`config.mk`:
```
export PLATFORM = sky130hd
export DESIGN_NAME = g2e_sqrt
export DESIGN_NICKNAME = d
export VERILOG_FILES = /design/src/hdl/g2e_sqrt.sv
export SDC_FILE = /design/constraint.sdc
export NUM_CORES = 2
export LEC_CHECK = 0
export ABC_CLOCK_PERIOD_IN_PS = 4500
export BUFFER_PORTS_ARGS = -buffer_cell sky130_fd_sc_hd__buf_2
export CAP_MARGIN = 20
export CORE_MARGIN = 1.5
export CORE_UTILIZATION = 57
export CTS_BUF_LIST = sky130_fd_sc_hd__clkbuf_4 sky130_fd_sc_hd__clkbuf_8 sky130_fd_sc_hd__clkbuf_16
export DETAILED_ROUTE_END_ITERATION = 16
export HOLD_SLACK_MARGIN = 0.06
export PLACE_DENSITY_LB_ADDON = 0.05
export SLEW_MARGIN = 20
export SYNTH_ARGS = -nofsm -noshare
export SYNTH_HDL_FRONTEND = slang
export SYNTH_SLANG_ARGS = --single-unit
```
`constraint.sdc`:
```
create_clock -name clk -period 4.5 [get_ports clk]
set_clock_uncertainty 0.2 [all_clocks]
set_input_delay 0.675 -clock clk [delete_from_list [all_inputs] [get_ports clk]]
set_output_delay 0.675 -clock clk [all_outputs]
set_load 0.02 [all_outputs]
```
`src/hdl/g2e_sqrt.sv`:
```
// Pipelined digit-by-digit square root of a 63-bit radicand, rounded to nearest.
// One result bit per stage plus a rounding stage; no package dependencies.
`timescale 1ns / 1ps
module g2e_sqrt #(
    parameter int SIDE_W = 1
) (
    input  logic               clk,
    input  logic               rst_n,
    input  logic               en,
    input  logic               in_valid,
    input  logic [62:0]        radicand,
    input  logic [SIDE_W-1:0]  side_in,
    output logic               out_valid,
    output logic [31:0]        root,
    output logic [SIDE_W-1:0]  side_out
);

    localparam int STEPS = 32;

    logic [62:0]       v_reg [STEPS];
    logic [62:0]       r_reg [STEPS];
    logic              valid_reg [STEPS];
    logic [SIDE_W-1:0] side_reg [STEPS];
    logic [31:0]       root_reg;
    logic              out_valid_reg;
    logic [SIDE_W-1:0] side_out_reg;

    for (genvar k = 0; k < STEPS; k++) begin : g_step
        localparam logic [62:0] BIT = 63'(1) << (62 - 2 * k);
        logic [62:0]       v_src;
        logic [62:0]       r_src;
        logic              vld_src;
        logic [SIDE_W-1:0] s_src;
        logic [63:0]       trial;
        logic              take;

        if (k == 0) begin : g_first
            assign v_src   = radicand;
            assign r_src   = '0;
            assign vld_src = in_valid;
            assign s_src   = side_in;
        end else begin : g_next
            assign v_src   = v_reg[k-1];
            assign r_src   = r_reg[k-1];
            assign vld_src = valid_reg[k-1];
            assign s_src   = side_reg[k-1];
        end

        // Try to subtract the current root candidate.
        assign trial = {1'b0, r_src} + {1'b0, BIT};
        assign take  = {1'b0, v_src} >= trial;

        always_ff @(posedge clk or negedge rst_n)
        begin
            if (!rst_n)
                valid_reg[k] <= 1'b0;
            else if (en)
                valid_reg[k] <= vld_src;
        end

        always_ff @(posedge clk)
        begin
            if (en)
            begin
                v_reg[k]    <= take ? v_src - trial[62:0] : v_src;
                r_reg[k]    <= take ? (r_src >> 1) + BIT : r_src >> 1;
                side_reg[k] <= s_src;
            end
        end
    end

    // Round to nearest: step up when the remainder exceeds the root.
    always_ff @(posedge clk or negedge rst_n)
    begin
        if (!rst_n)
            out_valid_reg <= 1'b0;
        else if (en)
            out_valid_reg <= valid_reg[STEPS-1];
    end

    always_ff @(posedge clk)
    begin
        if (en)
        begin
            root_reg     <= r_reg[STEPS-1][31:0]
                            + 32'(v_reg[STEPS-1] > r_reg[STEPS-1]);
            side_out_reg <= side_reg[STEPS-1];
        end
    end

    assign out_valid = out_valid_reg;
    assign root      = root_reg;
    assign side_out  = side_out_reg;

endmodule

```
==> impl_metrics.ini <==
[power]
irDropWorstVdd_mv = 0.442
p_sw_frac = 0.297
seqPwrFrac = 0.461
internal-power_uw = 52300
power.leakage_uw = 0.0541
clkPwrFrac = 0.315
p_comb_frac = 0.224
p_sw_uw = 22200
power.density_nw_per_um2 = 522

[synth]
netlist_instances = 10200
dominantRegCellSynth = edfxtp_1
netlist_top_cells_area = edfxtp_1 (62%), ha_1 (5.8%), xnor2_1 (3.7%)
syn_area_um2 = 127000
ys_types = 87
synth_async_sr_flop_share = 0.0125
synth_area_per_cell_um2 = 12.5
ys_seq_area_frac = 0.622
synth_nets = 10900
ys_seq_elements = 2642
yosys.area.top_type_share = 0.615
synth_top_area_cell = edfxtp_1
yosys_warnings = 0
synth_edf_count = 2609

[global_route]
grt_pass1_vias = 79300
grt_pass1_wl_um = 485000
antenna_found_initial = 14
track_usage = 0.282
grt_max_degree = 146
overflow = 0

[drt]
drt_iter0_markers = 9221
firstDrtPassIters = 7
wl_per_cell_um = 23.5
viasPerCell = 6.06
routed_wirelength_um = 324000
drc = 0
vias = 83700
antenna_left = 0

[layout]
final_util = 0.643
layout_commonest_cell = edfxtp_1
final_cell_mix = edfxtp_1 (2,609), inv_1 (751), nor2_1 (745), a21oi_1 (712), ha_1 (593)
fin_nets = 11300
largest_register_ffs = 2016
area_growth_syn_to_layout_pct = 12.0
drive_gt1_frac = 0.0906

[placed_design]
pre_cts_ws_ns = 0.216
io_buffers = 101
place.gp.congestion = 0.942
dpl.hpwl_um = 243000

[sta]
drv_slew = 0
fin_ws_ns = 0.240
relSlewSlack = 0.226
worst_pin_slew_ns = 1.15
setup_violations = 0
min_period_ns = 4.26
fmax_mhz = 235
period_share = 0.947
hold_viol_final = 0

[critical_path]
critPathMaxFanout = 32
critical_path_arrival_ns = 4.70
cp-start-kind = register
crit_type = reg2reg
worstReg2RegEnd = v_reg[15][39]
rrSetupSlack_ns = 0.24
worst_setup_path_end_kind = register
reg2reg_depth = 11
rr_startpoint = r_reg[14][34]
worstPathRequired_ns = 4.94

[die]
num_rows = 173
die_area_um2 = 226000
num_io_pins = 102
die_w_um = 476
initial_utilization = 0.574
die_h_um = 476
core_um2 = 222000

[clocking]
h-tree-depth = 5
clk_latency_ns = 0.97
cts.clk_slew.worst_paths_ns = 0.06
cts_tree = yes
numCtsBuffers = 292
cts_sinks = 2642
clockBufferDepth = 4
clockRootBuffer = clkbuf_16

[outcome]
outcome = finished, final reports clean

[min_path]
hold_path_class = in2async

[job]
maxCapViolations = 0
-- per-layer routing --
| metal | vias to the layer above | track usage | wire length (um) |
|---|---|---|---|
| met2 | 3030 | 0.428 | 144000 |
| met5 | - | 0 | 55 |
| met3 | 565 | 0.0425 | 22400 |
| li1 | 39100 | - | - |
| met1 | 41000 | 0.420 | 147000 |
| met4 | 10 | 0.0900 | 10800 |
-- worst max-delay path: stages (launching register included) --
cell      delay [ns]
edfxtp_1        0.53
inv_1           0.10
ha_1            0.34
nor2b_1         0.15
o21ai_0         0.21
a21oi_1         0.11
o21ai_0         0.33
a211oi_1        0.23
o31ai_1         0.53
nand2_1         0.40
buf_12          0.32
a21oi_1         0.53
-- repair_timing --
item | 4_1_cts | 5_1_grt
endpoints found under the hold margin | 145 | 0
resized for setup | 0 | 2
setup buffers | 0 | 3
hold buffers | 67 | 0
setup endpoints to repair | 0 | 5
-- worst max path at each step --
stage	start	endpoint	slack (ns)	depth (start not counted)
finish	r_reg[14][34]	v_reg[15][39]	0.24	11
floorplan	v_reg[30][20]	v_reg[31][58]	0.69	11
CTS	v_reg[29][43]	v_reg[30][56]	0.19	9
global route	r_reg[31][6]	root[25]	-0.02	18
detailed placement	v_reg[29][43]	v_reg[30][58]	0.22	9
global placement	r_reg[31][1]	root[25]	0.26	19
-- cell usage after synthesis, types with 19 or more instances --
| master | n |
|---|---|
| nor2_1 | 746 |
| nor4b_1 | 48 |
| clkbuf_1 | 212 |
| inv_1 | 751 |
| xor2_1 | 383 |
| or3_1 | 113 |
| and2_1 | 40 |
| a211oi_1 | 43 |
| o2111ai_1 | 19 |
| o21a_1 | 91 |
| nand3_1 | 209 |
| nor3b_1 | 28 |
| a31oi_1 | 42 |
| o211ai_1 | 42 |
| and3_1 | 46 |
| or4_1 | 61 |
| nor3_1 | 258 |
| a21boi_0 | 26 |
| nor2b_1 | 74 |
| dfrtp_1 | 33 |
| edfxtp_1 | 2609 |
| nand3b_1 | 45 |
| and4_1 | 23 |
| a211o_1 | 21 |
| nor4_1 | 359 |
| o21ai_0 | 385 |
| nand2b_1 | 105 |
| nand2_1 | 552 |
| mux2_2 | 129 |
| xnor2_1 | 545 |
| a21oi_1 | 713 |
| nand4_1 | 206 |
| or2_2 | 42 |
| o31ai_1 | 52 |
| o21bai_1 | 64 |
| a21o_1 | 228 |
| ha_1 | 593 |
| nand4b_1 | 27 |
-- power by group through the flow --
stage          clock [uW]  sequential [uW]  combinational [uW]
2_1_floorplan           0            33300               12100
3_3_place_gp            0            34800               16000
3_5_place_dp            0            34800               16200
4_1_cts             23900            34400               16500
5_1_grt             24700            34700               18400
6_report            23500            34400               16700
-- stage by stage --
step           power, uW  setup TNS (ns)  hold slack, ns  std cells  instance area [um^2]
2_1_floorplan      45400               0           0.179      10200                127000
3_3_place_gp       50800               0           0.200      13200                133000
3_5_place_dp       51100               0           0.205      13200                133000
4_1_cts            74700               0           0.124      13800                143000
5_1_grt            77800         -0.0230           0.192      13800                143000
6_report           74500               0           0.153      13800                143000
-- cell type report --
cell class                      count  area, um^2
Antenna cell                        4        10.0
Clock buffer                      350        7860
Multi-Input combinational cell   6578       44500
Tap cell                         2975        3720
Sequential cell                  2642       79200
Fill cell                       16800       79400
Clock inverter                    154        1480
Inverter                          753        2830
Timing Repair Buffer              368        3090
-- cells by family (layout without fill, tap and decap cells) --
logic type | Yosys count | in the layout | synth area share
mux | 141 | 141 | 0.0123
other cells | 1 | 5 | 0.0000294
flops | 2642 | 2642 | 0.622
simple gates | 3023 | 3023 | 0.123
fa+ha+maj | 594 | 594 | 0.0584
compound gates | 1891 | 1891 | 0.0918
xor+xnor | 928 | 928 | 0.0638
buf+inv | 987 | 1625 | 0.0292
Note: power is estimated with default switching activity, not from simulation.
